<file path="src/rtpd_pkg.sv">
// Shared widths, constants and register codes for the range-to-planar-depth pipeline.
package rtpd_pkg;

    localparam int COORD_BITS = 12;
    localparam int D_W        = 24;
    localparam int F_W        = 32;
    localparam int FRAC_SH    = 16;
    localparam int K_W        = D_W + F_W - FRAC_SH;
    localparam int L_W        = K_W + COORD_BITS - FRAC_SH;
    localparam int SQ_W       = 2 * D_W;
    localparam int ROOT_W     = SQ_W / 2;
    localparam int REM_W      = ROOT_W + 2;
    localparam int MM_W       = 10;
    localparam int DEP_W      = 16;
    localparam int VIEW_W     = 8;
    localparam int NUM_W      = DEP_W + VIEW_W;
    localparam int GEOM_N     = 4;
    localparam int VIEW_N     = 2 + VIEW_W;
    localparam int ADDR_W     = 4;
    localparam int DATA_W     = 32;
    localparam int IN_W       = D_W + 2 * COORD_BITS;
    localparam int OUT_W      = DEP_W + VIEW_W;

    localparam logic [MM_W-1:0]   MM_PER_M  = MM_W'(1000);
    localparam logic [DEP_W-1:0]  DEPTH_MAX = '1;
    localparam logic [VIEW_W-1:0] VIEW_MAX  = '1;

    localparam logic [1:0] REG_HALF_W = 2'd0;
    localparam logic [1:0] REG_HALF_H = 2'd1;
    localparam logic [1:0] REG_FOCAL  = 2'd2;
    localparam logic [1:0] REG_VRANGE = 2'd3;

    localparam logic [COORD_BITS-1:0] RST_HALF_W = COORD_BITS'(160);
    localparam logic [COORD_BITS-1:0] RST_HALF_H = COORD_BITS'(120);
    localparam logic [F_W-1:0]        RST_FOCAL  = F_W'(15036680);
    localparam logic [DEP_W-1:0]      RST_VRANGE = DEP_W'(2500);

endpackage

</file>
<file path="src/rtpd_sqrt.sv">
// Pipelined integer square root, one root bit per register stage.
module rtpd_sqrt (
    input  logic                          i_clk,
    input  logic                          i_rst_n,
    input  logic                          i_en,
    input  logic                          i_vld,
    input  logic [rtpd_pkg::SQ_W-1:0]     i_rad,
    output logic                          o_vld,
    output logic [rtpd_pkg::ROOT_W-1:0]   o_root
);
    localparam int N  = rtpd_pkg::ROOT_W;
    localparam int SW = rtpd_pkg::SQ_W;
    localparam int RW = rtpd_pkg::REM_W;

    logic [N:0]    w_vld;
    logic [SW-1:0] w_rad  [N+1];
    logic [RW-1:0] w_rem  [N+1];
    logic [N-1:0]  w_root [N+1];

    assign w_vld[0]  = i_vld;
    assign w_rad[0]  = i_rad;
    assign w_rem[0]  = '0;
    assign w_root[0] = '0;

    for (genvar g = 0; g < N; g++) begin : g_stage
        logic          r_vld;
        logic [SW-1:0] r_rad;
        logic [RW-1:0] r_rem;
        logic [N-1:0]  r_root;
        logic [RW+1:0] w_cur, w_trial;
        logic          w_ge;

        // bring down the next two radicand bits, try root*4+1
        assign w_cur   = {w_rem[g], w_rad[g][SW-1 -: 2]};
        assign w_trial = {2'b00, w_root[g], 2'b01};
        assign w_ge    = (w_cur >= w_trial);

        always_ff @(posedge i_clk) begin
            if (!i_rst_n) begin
                r_vld <= 1'b0;
            end else if (i_en) begin
                r_vld <= w_vld[g];
            end
        end

        always_ff @(posedge i_clk) begin
            if (i_en) begin
                r_rad  <= {w_rad[g][SW-3:0], 2'b00};
                r_rem  <= w_ge ? RW'(w_cur - w_trial) : RW'(w_cur);
                r_root <= {w_root[g][N-2:0], w_ge};
            end
        end

        assign w_vld[g+1]  = r_vld;
        assign w_rad[g+1]  = r_rad;
        assign w_rem[g+1]  = r_rem;
        assign w_root[g+1] = r_root;
    end

    assign o_vld  = w_vld[N];
    assign o_root = w_root[N];

endmodule

</file>
<file path="config.mk">
export PLATFORM = sky130hd
export DESIGN_NAME = rtpd_sqrt
export DESIGN_NICKNAME = d
export VERILOG_FILES = /design/src/rtpd_pkg.sv /design/src/rtpd_sqrt.sv
export SDC_FILE = /design/constraint.sdc
export NUM_CORES = 2
export LEC_CHECK = 0
export BUFFER_PORTS_ARGS = -buffer_cell sky130_fd_sc_hd__buf_2
export CORE_ASPECT_RATIO = 0.6
export CORE_MARGIN = 3
export CORE_UTILIZATION = 25
export DETAILED_ROUTE_END_ITERATION = 7
export PLACE_DENSITY = 0.4
export SYNTH_ARGS = -nofsm -noshare
export SYNTH_HDL_FRONTEND = slang
export SYNTH_SLANG_ARGS = --single-unit
</file>
<file path="constraint.sdc">
create_clock -name i_clk -period 4.3 [get_ports i_clk]
set_input_delay 0.215 -clock i_clk [delete_from_list [all_inputs] [get_ports i_clk]]
set_output_delay 0.215 -clock i_clk [all_outputs]
set_load 0.005 [all_outputs]
</file>
## After elaboration in Yosys (flattened, before gate mapping)

Cells that the tools add are included.

| storage, ports and cells | value |
|---|---|
| output and inout bits | 25 |
| memory bits (writable) | 0 |
| bits in latches | 0 |
| register bits after elaboration | 1451 |
| memories kept | 0 |
| logic and storage cells | 165 |
| input bits | 52 |
| ROM bits | 0 |

| cells by class | value |
|---|---|
| reductions and logical operators | 0 |
| multipliers | 0 |
| equality and inequality tests | 0 |
| add/sub/neg operators | 23 |
| order comparisons | 24 |
| divide/modulo/power cells | 0 |
| bitwise logic cells | 0 |
| muxes and demuxes | 23 |
| shifts and indexed selects | 0 |

Operator list:

| operator | count |
|---|---|
| 26-bit two-way mux | 22 |
| 28-bit by 10-bit >= comparator with 1-bit output | 1 |
| 28-bit by 11-bit >= comparator with 1-bit output | 1 |
| 28-bit by 12-bit >= comparator with 1-bit output | 1 |
| 28-bit by 13-bit >= comparator with 1-bit output | 1 |
| 28-bit by 14-bit >= comparator with 1-bit output | 1 |
| 28-bit by 15-bit >= comparator with 1-bit output | 1 |
| 28-bit by 16-bit >= comparator with 1-bit output | 1 |
| 28-bit by 17-bit >= comparator with 1-bit output | 1 |
| 28-bit by 18-bit >= comparator with 1-bit output | 1 |
| 28-bit by 19-bit >= comparator with 1-bit output | 1 |
| 28-bit by 20-bit >= comparator with 1-bit output | 1 |
| 28-bit by 21-bit >= comparator with 1-bit output | 1 |
| 28-bit by 22-bit >= comparator with 1-bit output | 1 |
| 28-bit by 23-bit >= comparator with 1-bit output | 1 |
| 28-bit by 24-bit >= comparator with 1-bit output | 1 |
| 28-bit by 25-bit >= comparator with 1-bit output | 1 |
| 28-bit by 3-bit >= comparator with 1-bit output | 1 |
| 28-bit by 4-bit >= comparator with 1-bit output | 1 |
| 28-bit by 5-bit >= comparator with 1-bit output | 1 |
| 28-bit by 6-bit >= comparator with 1-bit output | 1 |
| 28-bit by 7-bit >= comparator with 1-bit output | 1 |
| 28-bit by 8-bit >= comparator with 1-bit output | 1 |
| 28-bit by 9-bit >= comparator with 1-bit output | 1 |
| 25 further kinds | 25 |

## Depth between registers and ports, before layout

| logic depth | value |
|---|---|
| word-level depth | 2 |
| mapped depth | 15 |
| mapped depth without buffers | 12 |

## Worst setup path before layout

Ideal clock, no wire load.

| timing | value |
|---|---|
| path kind | reg-to-reg |
| from | register g_stage[21].r_rem[11] |
| to | register g_stage[22].r_rem[10] (data pin) |
| data arrival time | 2819 ps |
| clock period less this slack | 3086 ps |
| setup time | 267 ps |
| path slack | 1214 ps |
| buffers on the path | 3 |
| cell stages (with the launch flop) | 13 |
| required time | 4033 ps |
| cell sequence | edfxtp_1 -> ha_1 -> clkbuf_1 -> a21o_1 -> a211oi_1 -> a21bo_2 -> o31ai_1 -> o21ai_1 -> a21oi_1 -> nor3b_1 -> buf_2 -> clkbuf_1 -> o21ai_0 |

| on the way | value |
|---|---|
| word-level cells in the longest chain between the ends | 2 |

RTL lines:

| what | line | text |
|---|---|---|
| from (decl) | rtpd_sqrt.sv:28 | `logic [RW-1:0] r_rem;` |
| from (signal assigned) | rtpd_sqrt.sv:49 | `r_rem <= w_ge ? RW'(w_cur - w_trial) : RW'(w_cur);` |
| 28-bit by 24-bit >= comparator with 1-bit output | rtpd_sqrt.sv:36 | `assign w_ge = (w_cur >= w_trial);` |
| 26-bit two-way mux | rtpd_sqrt.sv:49 |  |
| to (signal assigned) | rtpd_sqrt.sv:49 |  |
| to (decl) | rtpd_sqrt.sv:28 |  |

No other way between the ends.
A chain may end at the register's enable or synchronous reset.

## Final worst setup path

| timing | value |
|---|---|
| from | register g_stage[20].r_rem[0] |
| to | register g_stage[21].r_rem[24] (data pin) |

| on the way | value |
|---|---|
| word-level cells in the longest chain between the ends | 2 |
| elaborated cells between the ends (all ways) | 3 |
| classes of those cells | add/sub: 1; order compare: 1; mux: 1 |

RTL lines:

| what | line |
|---|---|
| from (decl) | rtpd_sqrt.sv:28 |
| from (signal assigned) | rtpd_sqrt.sv:49 |
| 26-bit by 23-bit subtractor with 26-bit output or 28-bit by 23-bit >= comparator with 1-bit output (tied branches) | rtpd_sqrt.sv:49, rtpd_sqrt.sv:36 |
| 26-bit two-way mux * | rtpd_sqrt.sv:49 |

Every way passes the cells marked *; elsewhere a longest branch is shown, timed or not.

==> metrics.yaml <==
syn_avg_cell_area_sq_um: 13.1
clock_latency_ps: 830
track_usage: 0.112
viasPerCell: 4.39
p_clk_frac: 0.360
die_area_sq_um: 271000
grt_pass1_vias: 37100
yosysSeqAreaShare: 0.649
drt_iter0_drc: 3725
synth_seq_cells: 1439
cellPowerDensity_nw_per_um2: 506
critPathMaxFanout: 8
ys_async_sr_fraction: 0
cp-start-kind: "register"
worstPathArrival_ps: 4590
ioPinCount: 77
synth_warnings: 0
slew_violations: 0
syn-num-nets: 5446
grt_pass1_wl_um: 237000
gp_congestion: 0.862
leakage_nw: 29.0
drc: 0
fillCellCount: 26400
overflow: 0
vias: 39700
wl_per_cell_um: 17.3
critical_path.max_stage_delay_ps: 620
yosys_most_used_dff: "edfxtp_1"
start_util: 0.253
crit_chain: "ha_1, nor2b_1, o2111ai_1, nand3_1, a31o_2, a21o_1, o21ai_0, and4_1, inv_1, buf_4, and4b_1, xor2_1"
p_sw_frac: 0.273
dp.cells: 8686
area_growth_pct: 17.0
syn_inst: 5068
grt_max_degree: 175
layout_min_cycle_time_ps: 4040
syn_area_sq_um: 66200
fmax_mhz: 248
fin_cells: 9033
synth_cell_type_count: 90
ant_nets: 0
htreeDepth: 4
clkTransAtPathRegs_ps: 60
r2r_slack_ps: 260
path_buf_inv: 2
clock_sinks: 1439
comb_power_share: 0.168
tightest_slew_ps: 1050
numCtsBuffers: 164
status: "finished, final reports clean"
layout-drive-gt1-share: 0.0883
synth_edf_count: 1415
die_y_um: 405
first_pass_iters: 5
p_int_mw: 28.5
maxSlewHeadroom: 0.300
rsz0062_at_grt: "false"
layout_commonest_cell: "edfxtp_1"
cts_tree: "done"
setup_violations: 0
multiInputGateArea_sq_um: 21300
worst_setup_path_end_kind: "register"
finalSetupTns_ps: 0
drt-total-wl_um: 156000
antenna_found_initial: 6
clock_skew_ps: 92.1
ir_drop_mv: 0.334
hold_violations: 0
pwr-share-seq: 0.472
switching_power_mw: 10.7
drv_cap: 0
critPathTopFamily: "simple AND/OR/NAND/NOR gates"
cp.required_ps: 4850
seq_area_sq_um: 43000
die_w_um: 671
critPathSlowestCell: "and4_1"
dp_hpwl_um: 113000
root_buffer: "clkbuf_16"
hp-class: "primary input to register"
nNetsFinal: 5758
finalCritPeriodShare: 0.939
numPortBuffers: 76
crit_type: "register to register"
coreArea_sq_um: 262000
layout_common_cells: "edfxtp_1 (1415), inv_1 (431), ha_1 (326)"
num_rows: 145
clk_path_buf_depth: 4
==> kinds of logic after synthesis <==
kind of cell | Yosys count | synth area share
compound gates | 971 | 0.0907
xor+xnor | 440 | 0.0582
fa+ha+maj | 326 | 0.0616
buf+inv | 514 | 0.0296
flops | 1439 | 0.649
mux | 62 | 0.00990
other cells | 1 | 0.0000566
simple gates | 1315 | 0.101
==> flip-flops by register name, indices dropped and copies added, names as in the netlist <==
| name | cells |
|---|---|
| g_stage.r_rem | 563 |
| g_stage.r_rad | 552 |
| g_stage.r_root | 276 |
| o_root | 24 |
| g_stage.r_vld | 23 |
| o_vld | 1 |
==> through the flow <==
stage                     worst slack (ps)   util  cell area [sq um]  total power, mW  hold WS (ps)
after CTS                              455  0.296              77500             39.8          5.82
after detailed placement               470  0.273              71600             25.2           393
after floorplan                       1210      -              66200             22.8           314
after global routing                   106  0.296              77500             41.4          47.2
final                                  261  0.296              77500             39.2           102
after global placement                 523  0.273              71600             25.2           392
==> cell usage after synthesis (6+ instances only) <==
| cell | n | area [sq um] |
|---|---|---|
| a211oi_1 | 26 | 195 |
| inv_1 | 431 | 1620 |
| ha_1 | 326 | 4080 |
| and2_1 | 17 | 106 |
| a31o_2 | 10 | 87.6 |
| or3_1 | 46 | 288 |
| o31a_1 | 8 | 70.1 |
| nand2_1 | 314 | 1180 |
| mux2i_1 | 34 | 340 |
| nor4b_1 | 7 | 61.3 |
| o21a_1 | 79 | 593 |
| nor2_1 | 288 | 1080 |
| xor2_1 | 185 | 1620 |
| o31ai_1 | 46 | 345 |
| and3_1 | 25 | 156 |
| a2111oi_0 | 7 | 61.3 |
| nand4_1 | 53 | 332 |
| a21boi_0 | 6 | 45.0 |
| xnor2_1 | 255 | 2230 |
| and4_1 | 12 | 105 |
| buf_2 | 9 | 45.0 |
| o21ai_0 | 224 | 1120 |
| a41oi_1 | 10 | 87.6 |
| edfxtp_1 | 1415 | 42500 |
| a31oi_1 | 24 | 150 |
| mux2_2 | 28 | 315 |
| o211ai_1 | 16 | 120 |
| dfxtp_1 | 24 | 480 |
| o21bai_1 | 27 | 203 |
| a21o_1 | 120 | 901 |
| or4_1 | 25 | 188 |
| nand4b_1 | 17 | 149 |
| a21oi_1 | 317 | 1590 |
| nor3_1 | 125 | 626 |
| nor2b_1 | 74 | 463 |
| nand2b_1 | 74 | 463 |
| clkbuf_1 | 62 | 233 |
| nor4_1 | 70 | 438 |
| nand3_1 | 92 | 460 |
| or2_2 | 27 | 169 |
| nand3b_1 | 19 | 143 |
==> power groups by stage <==
stage / clock network (mW) / logic [mW] / registers [mW]
finish: 14.1 / 6.60 / 18.5
global route: 15.3 / 7.36 / 18.7
CTS: 14.8 / 6.53 / 18.5
detailed placement: 0 / 6.45 / 18.8
global placement: 0 / 6.41 / 18.8
floorplan: 0 / 4.52 / 18.3
==> timing repair <==
action                                  in CTS  in global routing
resized for setup                            0                  0
hold endpoints to repair                   159                  0
endpoints found under the setup margin       0                  0
hold buffers                                56                  0
setup buffers                                0                  0
==> worst reg2reg max path, stage by stage, from the launching register on <==
cell and delay (ps):
edfxtp_1 400, ha_1 370, nor2b_1 180, o2111ai_1 280, nand3_1 280, a31o_2 380, a21o_1 220, o21ai_0 160
and4_1 620, inv_1 330, buf_4 250, and4b_1 200, xor2_1 140
==> routing by layer <==
metal  global-route usage  wire length, um  vias up
li1                     -                -    19400
met1                0.200            91600    19100
met2                0.119            48800     1010
met3               0.0329            12900      182
met4               0.0247             2770        2
met5                    0                7        -
==> worst paths after layout <==
check	startpoint	end	depth (start not counted)
max	g_stage[20].r_rem[0]	g_stage[21].r_rem[24]	12
min reg2reg	g_stage[3].r_rad[45]	g_stage[4].r_rad[47]	0
min	i_rad[45]	g_stage[0].r_rad[47]	2
max reg2reg	g_stage[20].r_rem[0]	g_stage[21].r_rem[24]	12
==> cell type report <==
type | count | area share
multi-input cells | 3115 | 0.275
inverters | 435 | 0.0211
diodes | 2 | 0.0000646
repair buffers | 225 | 0.0236
flip-flops and latches | 1439 | 0.555
clock buffers | 199 | 0.0555
well taps | 3528 | 0.0570
clock inverters | 90 | 0.0131
Power figures use the tool's default switching activity.
