File: src/rtpd_pkg.sv
// Shared widths, constants and register codes for the range-to-planar-depth pipeline.
package rtpd_pkg;

    localparam int COORD_BITS = 12;
    localparam int D_W        = 24;
    localparam int F_W        = 32;
    localparam int FRAC_SH    = 16;
    localparam int K_W        = D_W + F_W - FRAC_SH;
    localparam int L_W        = K_W + COORD_BITS - FRAC_SH;
    localparam int SQ_W       = 2 * D_W;
    localparam int ROOT_W     = SQ_W / 2;
    localparam int REM_W      = ROOT_W + 2;
    localparam int MM_W       = 10;
    localparam int DEP_W      = 16;
    localparam int VIEW_W     = 8;
    localparam int NUM_W      = DEP_W + VIEW_W;
    localparam int GEOM_N     = 4;
    localparam int VIEW_N     = 2 + VIEW_W;
    localparam int ADDR_W     = 4;
    localparam int DATA_W     = 32;
    localparam int IN_W       = D_W + 2 * COORD_BITS;
    localparam int OUT_W      = DEP_W + VIEW_W;

    localparam logic [MM_W-1:0]   MM_PER_M  = MM_W'(1000);
    localparam logic [DEP_W-1:0]  DEPTH_MAX = '1;
    localparam logic [VIEW_W-1:0] VIEW_MAX  = '1;

    localparam logic [1:0] REG_HALF_W = 2'd0;
    localparam logic [1:0] REG_HALF_H = 2'd1;
    localparam logic [1:0] REG_FOCAL  = 2'd2;
    localparam logic [1:0] REG_VRANGE = 2'd3;

    localparam logic [COORD_BITS-1:0] RST_HALF_W = COORD_BITS'(160);
    localparam logic [COORD_BITS-1:0] RST_HALF_H = COORD_BITS'(120);
    localparam logic [F_W-1:0]        RST_FOCAL  = F_W'(15036680);
    localparam logic [DEP_W-1:0]      RST_VRANGE = DEP_W'(2500);

endpackage

File: src/rtpd_view.sv
// Millimetre scaling with saturation, then a pipelined divide for the view level.
module rtpd_view (
    input  logic                          i_clk,
    input  logic                          i_rst_n,
    input  logic                          i_en,
    input  logic                          i_vld,
    input  logic [rtpd_pkg::ROOT_W-1:0]   i_root,
    input  logic [rtpd_pkg::DEP_W-1:0]    i_view_range,
    output logic                          o_vld,
    output logic [rtpd_pkg::DEP_W-1:0]    o_depth,
    output logic [rtpd_pkg::VIEW_W-1:0]   o_view
);
    localparam int RTW = rtpd_pkg::ROOT_W;
    localparam int MW  = rtpd_pkg::MM_W;
    localparam int PW  = RTW + MW;
    localparam int DPW = rtpd_pkg::DEP_W;
    localparam int VW  = rtpd_pkg::VIEW_W;
    localparam int NW  = rtpd_pkg::NUM_W;
    localparam int SH  = rtpd_pkg::FRAC_SH;

    logic          ra_vld, rb_vld;
    logic [PW-1:0] ra_prod;
    logic [DPW-1:0] rb_dep;
    logic [NW-1:0]  rb_num;
    logic           rb_zero;
    logic [PW-SH-1:0] w_mm;
    logic [DPW-1:0]   w_dep;

    assign w_mm  = ra_prod[PW-1:SH];
    assign w_dep = (w_mm > (PW-SH)'(rtpd_pkg::DEPTH_MAX)) ? rtpd_pkg::DEPTH_MAX : w_mm[DPW-1:0];

    always_ff @(posedge i_clk) begin
        if (!i_rst_n) begin
            ra_vld <= 1'b0;
            rb_vld <= 1'b0;
        end else if (i_en) begin
            ra_vld <= i_vld;
            rb_vld <= ra_vld;
        end
    end

    always_ff @(posedge i_clk) begin
        if (i_en) begin
            ra_prod <= {{MW{1'b0}}, i_root} * {{RTW{1'b0}}, rtpd_pkg::MM_PER_M};
            rb_dep  <= w_dep;
            // depth*255 as depth*256 - depth
            rb_num  <= {w_dep, {VW{1'b0}}} - NW'(w_dep);
            rb_zero <= (i_view_range == '0) || (w_dep > i_view_range);
        end
    end

    // restoring divide, quotient below 256 since depth <= range here
    logic [VW:0]   w_vld;
    logic [NW-1:0] w_rem  [VW+1];
    logic [VW-1:0] w_q    [VW+1];
    logic [DPW-1:0] w_d   [VW+1];
    logic [VW:0]   w_zero;

    assign w_vld[0]  = rb_vld;
    assign w_rem[0]  = rb_num;
    assign w_q[0]    = '0;
    assign w_d[0]    = rb_dep;
    assign w_zero[0] = rb_zero;

    for (genvar g = 0; g < VW; g++) begin : g_div
        localparam int B = VW - 1 - g;
        logic           r_vld;
        logic [NW-1:0]  r_rem;
        logic [VW-1:0]  r_q;
        logic [DPW-1:0] r_d;
        logic           r_zero;
        logic [NW-1:0]  w_trial;
        logic           w_ge;

        assign w_trial = NW'(i_view_range) << B;
        assign w_ge    = (w_rem[g] >= w_trial);

        always_ff @(posedge i_clk) begin
            if (!i_rst_n) begin
                r_vld <= 1'b0;
            end else if (i_en) begin
                r_vld <= w_vld[g];
            end
        end

        always_ff @(posedge i_clk) begin
            if (i_en) begin
                r_rem  <= w_ge ? w_rem[g] - w_trial : w_rem[g];
                r_q    <= {w_q[g][VW-2:0], w_ge};
                r_d    <= w_d[g];
                r_zero <= w_zero[g];
            end
        end

        assign w_vld[g+1]  = r_vld;
        assign w_rem[g+1]  = r_rem;
        assign w_q[g+1]    = r_q;
        assign w_d[g+1]    = r_d;
        assign w_zero[g+1] = r_zero;
    end

    assign o_vld   = w_vld[VW];
    assign o_depth = w_d[VW];
    assign o_view  = w_zero[VW] ? '0 : w_q[VW];

endmodule

File: config.mk
export PLATFORM = sky130hd
export DESIGN_NAME = rtpd_view
export DESIGN_NICKNAME = d
export VERILOG_FILES = /design/src/rtpd_pkg.sv /design/src/rtpd_view.sv
export SDC_FILE = /design/constraint.sdc
export NUM_CORES = 1
export LEC_CHECK = 0
export ABC_AREA = 1
export BUFFER_PORTS_ARGS = -buffer_cell sky130_fd_sc_hd__clkbuf_2
export CORE_MARGIN = 2
export CORE_UTILIZATION = 60
export DETAILED_ROUTE_END_ITERATION = 10
export PLACE_DENSITY = 0.88
export SLEW_MARGIN = 20
export SYNTH_ARGS = -nofsm -noshare
export SYNTH_HDL_FRONTEND = slang
export SYNTH_SLANG_ARGS = --single-unit
File: constraint.sdc
create_clock -name i_clk -period 6.9 [get_ports i_clk]
set_input_delay 0 -clock i_clk [delete_from_list [all_inputs] [get_ports i_clk]]
set_output_delay 0 -clock i_clk [all_outputs]
set_load 0.005 [all_outputs]
# Word level (Yosys, flattened, before mapping)
# Cells that the tools add are included.
classes:
  n_addsub: 8
  multipliers: 1
  n_lt_le_gt_ge: 10
  muxes: 9
  n_reduce_logical: 2
ops:
  columns: ["operator", "count"]
  rows:
  - ["24-bit two-way mux", 7]
  - ["24-bit by 7-bit multiplier with 31-bit output, second input constant", 1]
  - ["24-bit by 16-bit >= comparator with 1-bit output", 1]
  - ["24-bit by 17-bit >= comparator with 1-bit output", 1]
  - ["24-bit by 18-bit >= comparator with 1-bit output", 1]
  - ["24-bit by 19-bit >= comparator with 1-bit output", 1]
  - ["24-bit by 20-bit >= comparator with 1-bit output", 1]
  - ["24-bit by 21-bit >= comparator with 1-bit output", 1]
  - ["24-bit by 22-bit >= comparator with 1-bit output", 1]
  - ["24-bit by 23-bit >= comparator with 1-bit output", 1]
  - ["24-bit by 16-bit subtractor with 24-bit output", 1]
  - ["24-bit by 17-bit subtractor with 24-bit output", 1]
  - ["24-bit by 18-bit subtractor with 24-bit output", 1]
  - ["24-bit by 19-bit subtractor with 24-bit output", 1]
  - ["24-bit by 20-bit subtractor with 24-bit output", 1]
  - ["24-bit by 21-bit subtractor with 24-bit output", 1]
  - ["24-bit by 22-bit subtractor with 24-bit output", 1]
  - ["24-bit by 23-bit subtractor with 24-bit output", 1]
  - ["18-bit by 16-bit greater-than comparator with 1-bit output, second input constant", 1]
  - ["16-bit greater-than comparator", 1]
  - ["16-bit zero test", 1]
  - ["16-bit two-way mux", 1]
  - ["8-bit two-way mux", 1]
  - ["1-bit logical OR", 1]
totals:
  register_bits: 422
  input_bits: 44
  output_inout_bits: 25
  elab_cells: 75

# Longest topological paths before layout
# Gate-level depths: netlist of the first run.
logic_depth:
  ltp_word: 4
  mapped_depth: 19
  depth_no_buf: 19

# Worst setup path after synthesis of the first run
# No wires, ideal clock.
synth_timing:
  kind: "input to register"
  start: "in i_root[13] (netlist bit)"
  end: "reg ra_prod[30], data pin"
  setup_ns: 0.252
  arrival_ns: 3.273
  t_required_ns: 6.648
  setup_slack_ns: 3.375
  stages: 15
  n_path_buf: 0
  cell_sequence: "inv_1 fa_1 fa_1 fa_1 fa_1 inv_1 ha_1 nand2_1 inv_1 a21oi_1 a21oi_1 nor2_1 nand2_1 nand2_1 nand2_1"
synth_between:
  elab_chain_cells: 1
synth_rtl:
  columns: ["element", "line_no", "text"]
  rows:
  - ["from (decl)", "rtpd_view.sv:7", "input logic [rtpd_pkg::ROOT_W-1:0] i_root,"]
  - ["24-bit by 7-bit multiplier with 31-bit output", "rtpd_view.sv:44", "ra_prod <= {{MW{1'b0}}, i_root} * {{RTW{1'b0}}, rtpd_pkg::MM_PER_M};"]
  - ["to (signal assigned)", "rtpd_view.sv:44", null]
  - ["to (decl)", "rtpd_view.sv:22", "logic [PW-1:0] ra_prod;"]
# No other way between the ends.
# A chain may end at the register's enable or synchronous reset.

# Worst setup path in the final report of the first run
layout_timing:
  start: "in i_root[8] (netlist bit)"
  end: "reg ra_prod[33], data pin"
# The elaborated chain is that of the path after synthesis.

==> key figures, run 1 <==
Worst setup path
  • Crit path max-delay cell type: fa_1
  • CP max FO: 4
  • Setup CP Type: primary input to register
  • R2r setup slk: 3660 ps
  • Critical-path cell list: clkbuf_2 > inv_1 > fa_1 > fa_1 > fa_1 > fa_1 > inv_1 > ha_1 > nand2_1 > inv_1 > a21oi_1 > nand3_1 > nand2_1 > nand2_1 > nand2_1 > nand2_1
  • Critical path data arrival time: 3840 ps
  • Most common cell on crit path: nand2_1
  • Worst endpoint required time: 7260 ps
  • Critical Path Source Type: primary input
  • CP max stage delay: 560 ps
  • CP Capture Type: register

Power
  • Design Power: 13.5 mW
  • Pwr Density: 427 nW/um2
  • Max VDD drop: 204 uV
  • Leak pwr: 15.8 nW

STA
  • Post-route setup TNS: 0 ps
  • # setup viols final: 0
  • Hold Vio Cnt, Final: 0
  • Clock skew: 32.0 ps
  • Max Slew Vio Count: 0
  • Headroom to the max-slew limit: 29.3%
  • Min cycle time layout: 3480 ps
  • Fmax: 287 MHz
  • RSZ-0062 raised after global routing: false
  • Period utilisation layout: 50.4%
  • Worst slew pin tran: 1060 ps

Route
  • Pre-Repair DR Iteration Count: 6
  • Drt total wl: 71700 um
  • Vias: 24200
  • # DRC: 0
  • Via density: 5.43
  • ANT nets after route: 0
  • Routed len/inst: 16.1 um
  • DR iter-0 viols: 2383

Finish
  • Layout Nets: 4162
  • Share of layout cells above drive strength 1: 5.05%
  • Most frequent cells in the layout: nand2_1, inv_1, edfxtp_1
  • Most common cell after layout, fill and taps aside: nand2_1
  • Area Overhead vs Synth: 8.44%
  • Post-Layout Cell Count: 4453
  • Antenna Cells: 0

Synth
  • Mapped Nets: 4059
  • Yosys Warn Count: 0
  • Mapped Area: 29200 um2
  • Post-Syn Instances: 3703
  • Ys async rst share: 0%
  • EDFF count, synth: 391
  • Distinct cell type count after synthesis: 41
  • Ys flop type: edfxtp_1
  • Syn_area_per_cell: 7.89 um2
  • Post-synthesis sequential area ratio: 40.9%
  • Synthesized flop and latch total: 401

Global routing
  • First-pass GRT wire length: 117000 um
  • Number of global-route vias before repair: 23700
  • Initial antenna violation count: 0
  • Largest net degree at the start of global routing: 130
  • Grt ovf: 0
  • Total GRT Usage: 29.4%

Floorplanning
  • # rows: 80
  • IO Pins: 69
  • DIE HEIGHT: 225 um
  • Initial core utilization: 60.9%
  • Core area: 47900 um2
  • DIE AREA: 50500 um2
  • Die X: 225 um

Clocking
  • # clock sinks: 401
  • CTS clk-pin slew, worst paths: 70 ps
  • CTS root buf: clkbuf_16
  • CTS Buffer Depth: 3
  • Clock latency on the worst-skew pair: 600 ps
  • TritonCTS Buffers: 42
  • CTS HTree Levels: 2
  • CTS tree: done

Placed design
  • I/O Buffers: 68
  • DPL Wire Length: 53700 um
  • GP Congestion: 0.985
  • DP Cell Count: 4371

Run status
  • Status: complete, no violations

Min path
  • HP Class: primary input to register

Flow run
  • Max Cap Viol: 0
## layer usage
metal | vias to the layer above | global-route usage (%) | routed length, um
li1 | 11900 | - | -
met5 | - | 0 | 0
met4 | 0 | 10.8 | 2380
met2 | 987 | 47.7 | 32700
met1 | 11100 | 39.8 | 29900
met3 | 171 | 5.13 | 6690
## metrics by stage
stage | worst slack, ps | area, um2 | utilization, % | hold WS (ps)
after global routing | 3190 | 31700 | 66.1 | 53.5
after floorplan | 3380 | 29200 | - | 112
after CTS | 3470 | 31700 | 66.1 | 20.7
after global placement | 2910 | 30200 | 63.0 | 224
final | 3420 | 31700 | 66.1 | 1.09
after detailed placement | 2850 | 30200 | 63.0 | 235
## power breakdown
| part | total (mW) | switching, mW | internal, mW |
|---|---|---|---|
| Combinational | 7.19 | 4.74 | 2.44 |
| Clock | 2.31 | 1.01 | 1.29 |
| Sequential | 4.04 | 0.399 | 3.64 |
## layout make-up
class	count	area, um2
Timing Repair Buffer	82	483
Fill cell	3912	16300
Inverter	689	2590
Clock buffer	47	1070
Clock inverter	29	328
Sequential cell	401	11900
Multi-Input combinational cell	2590	14500
Tap cell	615	769
## sequential cells by signal, summed over array words and instances, names as in the netlist, 7 cells and up
signal	flops
g_div.r_d	105
g_div.r_q	36
g_div.r_rem	168
g_div.r_vld	7
g_div.r_zero	8
o_depth	16
ra_prod	18
rb_dep	16
rb_num	23
## final timing paths
path	start	to	depth (start not counted)
max	i_root[8]	ra_prod[33]	16
max reg2reg	ra_prod[33]	rb_num[20]	9
min	i_en	g_div[7].r_q[2]	1
min reg2reg	g_div[4].r_q[2]	g_div[5].r_q[3]	0
## timing repair
item                      4_1_cts  5_1_grt
hold endpoints to repair       11        0
gates resized for setup         0        0
buffers inserted                0        0
hold buffers                    6        0
## cell usage after synthesis, types with 11 or more instances
cell	count	area [um2]
nand2_1	1335	5010
inv_1	680	2550
edfxtp_1	391	11700
nor2_1	308	1160
ha_1	220	2750
nand3_1	219	1100
a21oi_1	127	636
fa_1	92	1840
xor2_1	54	473
o21ai_0	53	265
nand4_1	46	288
nor3_1	20	100
xnor2_1	18	158
nand3b_1	16	120
nand2_2	14	87.6
o21ai_1	14	70.1
nor2_2	12	75.1
buf_6	11	124
## logic make-up (layout without fill, tap and decap cells)
kind of cell	Yosys count	count (layout)	synth area share (%)
flip-flops	401	401	40.9
AND/OR/NAND/NOR	1994	1994	27.9
AO/OA/AOI/OAI	212	212	3.85
adder cells (fa/ha/maj)	312	312	15.7
XOR/XNOR	72	72	2.16
buffers and inverters	712	847	9.49
## worst max-delay path: cells and delay by family
kind	cells	cell delay, ps
compound gates	1	250
fa+ha+maj	5	2380
buf+inv	4	480
simple gates	6	730
(Power assumes the default switching activity.)
==> inputs of run 2 (changes only) <==
--- a/config.mk
+++ b/config.mk
@@ -8,9 +8,9 @@
 export ABC_AREA = 1
 export BUFFER_PORTS_ARGS = -buffer_cell sky130_fd_sc_hd__clkbuf_2
 export CORE_MARGIN = 2
-export CORE_UTILIZATION = 60
+export CORE_UTILIZATION = 58
 export DETAILED_ROUTE_END_ITERATION = 10
-export PLACE_DENSITY = 0.88
+export PLACE_DENSITY = 0.89
 export SLEW_MARGIN = 20
 export SYNTH_ARGS = -nofsm -noshare
 export SYNTH_HDL_FRONTEND = slang
==> constraint.sdc (replaced) <==
create_clock -name i_clk -period 3 [get_ports i_clk]
set_input_delay 0 -clock i_clk [delete_from_list [all_inputs] [get_ports i_clk]]
set_output_delay 0 -clock i_clk [all_outputs]
set_load 0.005 [all_outputs]
==> run 2 against run 1 <==
The run now ends with negative setup slack left. Via count is 7.4% higher. Die area is 3.4% higher. Sequential share of layout area decreased by 2.8 points. Critical endpoint is now ra_prod[26]. Largest power group unchanged.
==> key figures, run 2 (synthesis gave the netlist of run 1 again) <==
Route
  • Metal3 WL: 8100 um (+21%)
  • # DRC: 0 (unchanged)
  • ANT nets after route: 0 (unchanged)
  • WL met2: 37700 um (+15%)
  • Metal-1 WL: 31400 um (+4.9%)
  • Routed len/inst: 17.3 um (+7.7%)
  • Via density: 5.56 (+2.4%)
  • Pre-Repair DR Iteration Count: 6 (unchanged)
  • Vias: 26000 (+7.4%)
  • Top Layer Used: met5
  • Drt total wl: 80900 um (+13%)
  • DR iter-0 viols: 2726 (+14%)

Clocking
  • TritonCTS Buffers: 43 (+2.4%)
  • CTS HTree Levels: 2 (unchanged)
  • CTS root buf: clkbuf_16
  • Clock latency on the worst-skew pair: 590 ps (about the same)
  • # clock sinks: 401 (unchanged)
  • CTS Buffer Depth: 3 (unchanged)
  • CTS clk-pin slew, worst paths: 60 ps (about the same)
  • CTS tree: done

Flow run
  • Max Cap Viol: 0 (unchanged)

Worst setup path
  • CP max FO: 4 (unchanged)
  • CP Capture Type: register
  • Setup CP Type: primary input to register
  • Critical path data arrival time: 3780 ps (-60 ps)
  • Critical Path Source Type: primary input
  • R2R depth: 10 (+1)
  • Worst endpoint required time: 3340 ps (-3920 ps)

Global routing
  • Total GRT Usage: 29.5% (+0.12 points)
  • First-pass GRT wire length: 123000 um (+5.1%)
  • Largest net degree at the start of global routing: 89 (-32%)
  • Grt ovf: 0 (unchanged)
  • Number of global-route vias before repair: 24800 (+4.7%)
  • Initial antenna violation count: 1 (+1)

Power
  • NetSw: 17.0 mW (+180%)
  • Net Sw Frac: 46.5% (+1.0 points)
  • Clock share of power: 14.5% (-2.5 points)
  • Comb pwr share: 60.0% (+6.9 points)
  • Sequential share of power: 25.5% (-4.4 points)
  • Internal power: 19.5 mW (+160%)
  • Leak pwr: 16.8 nW (+6.4%)
  • Pwr Density: 1070 nW/um2 (+150%)
  • Max VDD drop: 629 uV (+210%)
  • Design Power: 36.5 mW (+170%)

STA
  • Min cycle time layout: 3430 ps
  • Clock skew: 20.1 ps (-11.9 ps)
  • # setup viols final: 18 (+18)
  • Hold Vio Cnt, Final: 0 (unchanged)
  • Max Slew Vio Count: 0 (unchanged)
  • Headroom to the max-slew limit: 55.7% (+26 points)
  • Worst slew pin tran: 664 ps (-395 ps)
  • Period utilisation layout: 114%
  • Fmax: 291 MHz
  • RSZ-0062 raised after global routing: true
  • Final worst slack: -431 ps (-3850 ps)

Finish
  • Most frequent cells in the layout: nand2_1, inv_1, edfxtp_1
  • Final core utilization: 68.5% (+2.4 points)
  • Antenna Cells: 0 (unchanged)
  • Share of layout cells above drive strength 1: 13.5% (+8.4 points)
  • Top flop regs: g_div.r_rem (168), g_div.r_d (105), g_div.r_q (36)
  • Max reg flops: 168 (unchanged)
  • Most flop-heavy register: g_div.r_rem
  • Fill cells: 3784 (-3.3%)
  • Layout Nets: 4319 (+3.8%)
  • Area Overhead vs Synth: 17.1%
  • Most common cell after layout, fill and taps aside: nand2_1
  • Post-Layout Cell Count: 4669 (+4.9%)

Floorplanning
  • # rows: 82 (+2.5%)
  • IO Pins: 69 (unchanged)
  • Die X: 228 um (+1.7%)
  • DIE HEIGHT: 228 um (+1.7%)
  • Initial core utilization: 58.5% (-2.5 points)
  • DIE AREA: 52200 um2 (+3.4%)
  • Core area: 50000 um2 (+4.2%)

Placed design
  • DPL Wire Length: 56400 um (+5.0%)
  • I/O Buffers: 68 (unchanged)
  • DP Cell Count: 4561 (+4.3%)
  • GP Congestion: 0.976 (-0.90%)

Min path
  • HP Class: primary input to register
  • Hold Crit Depth: 4 (+3)

Run status
  • Status: finished with violations
  • Failing checks: negative setup slack
[run 2: changes by cell type in the layout (fill, tap and decap cells not counted), moves of 26 or more]
cell,delta
buf_4,+138
inv_1,-35
nand2_1,-60
nand2_2,+39
nor2_1,-26
[run 2: cell type report]
cell class              instances  area, um2  share of cell area [%]
well taps                     672        841                    2.46
clock buffers                  49       1100                    3.21
clock inverters                30        283                   0.827
repair buffers                238       1860                    5.44
multi-input cells            2590      15500                    45.4
inverters                     689       2640                    7.70
flip-flops and latches        401      11900                    34.9
[run 2: through the flow]
| step | worst slack (ps) | hold slack, ps | setup TNS (ps) | area (um2) |
|---|---|---|---|---|
| finish | -431 | 225 | -4830 | 34200 |
| detailed placement | -780 | 230 | -12810 | 31800 |
| global route | -461 | 244 | -6220 | 34200 |
| CTS | -109 | 186 | -556 | 33700 |
| global placement | -709 | 225 | -11480 | 31800 |
| floorplan | -337 | 112 | -5390 | 29600 |
[run 2: what timing repair did]
item / in CTS / in global routing
endpoints found under the hold margin: 66 / 0
pin swaps: 72 / 84
endpoints found under the setup margin: 18 / 18
buffers inserted: 8 / 13
hold buffers: 8 / 0
resized for setup: 98 / 108
[run 2: metal layers]
layer | vias to the layer above | track usage [%]
li1 | 12300 | -
met1 | 12000 | 39.2
met2 | 1398 | 49.2
met3 | 336 | 4.45
met4 | 4 | 11.0
met5 | - | 0
[run 2: path summary, 6_finish.rpt]
| path | endpoint | slack, ps | startpoint |
|---|---|---|---|
| setup / recovery | ra_prod[26] | -430 | i_root[12] |
| hold / removal | g_div[3].r_rem[5] | 220 | i_view_range[1] |
| setup reg to reg | rb_zero | 270 | ra_prod[33] |
| hold reg to reg | g_div[3].r_q[2] | 410 | g_div[2].r_q[1] |
[run 2: worst max-delay path, stage by stage]
cell	delay [ps]
clkbuf_8	120
clkinvlp_4	140
buf_6	150
fa_1	420
fa_1	480
fa_1	530
fa_1	610
inv_2	60
ha_4	270
nand2_4	110
inv_1	70
a21oi_2	220
nor2_1	70
nor2_1	210
nand3_1	160
nand2_1	90
nand2_1	50
[run 2: power by group through the flow]
stage / sequential (mW) / clock (mW) / combinational (mW)
5_1_grt: 9.40 / 5.55 / 24.0
6_report: 9.30 / 5.28 / 21.9
3_5_place_dp: 9.34 / 0 / 18.2
2_1_floorplan: 8.93 / 0 / 13.4
4_1_cts: 9.25 / 5.34 / 19.5
3_3_place_gp: 9.30 / 0 / 17.7
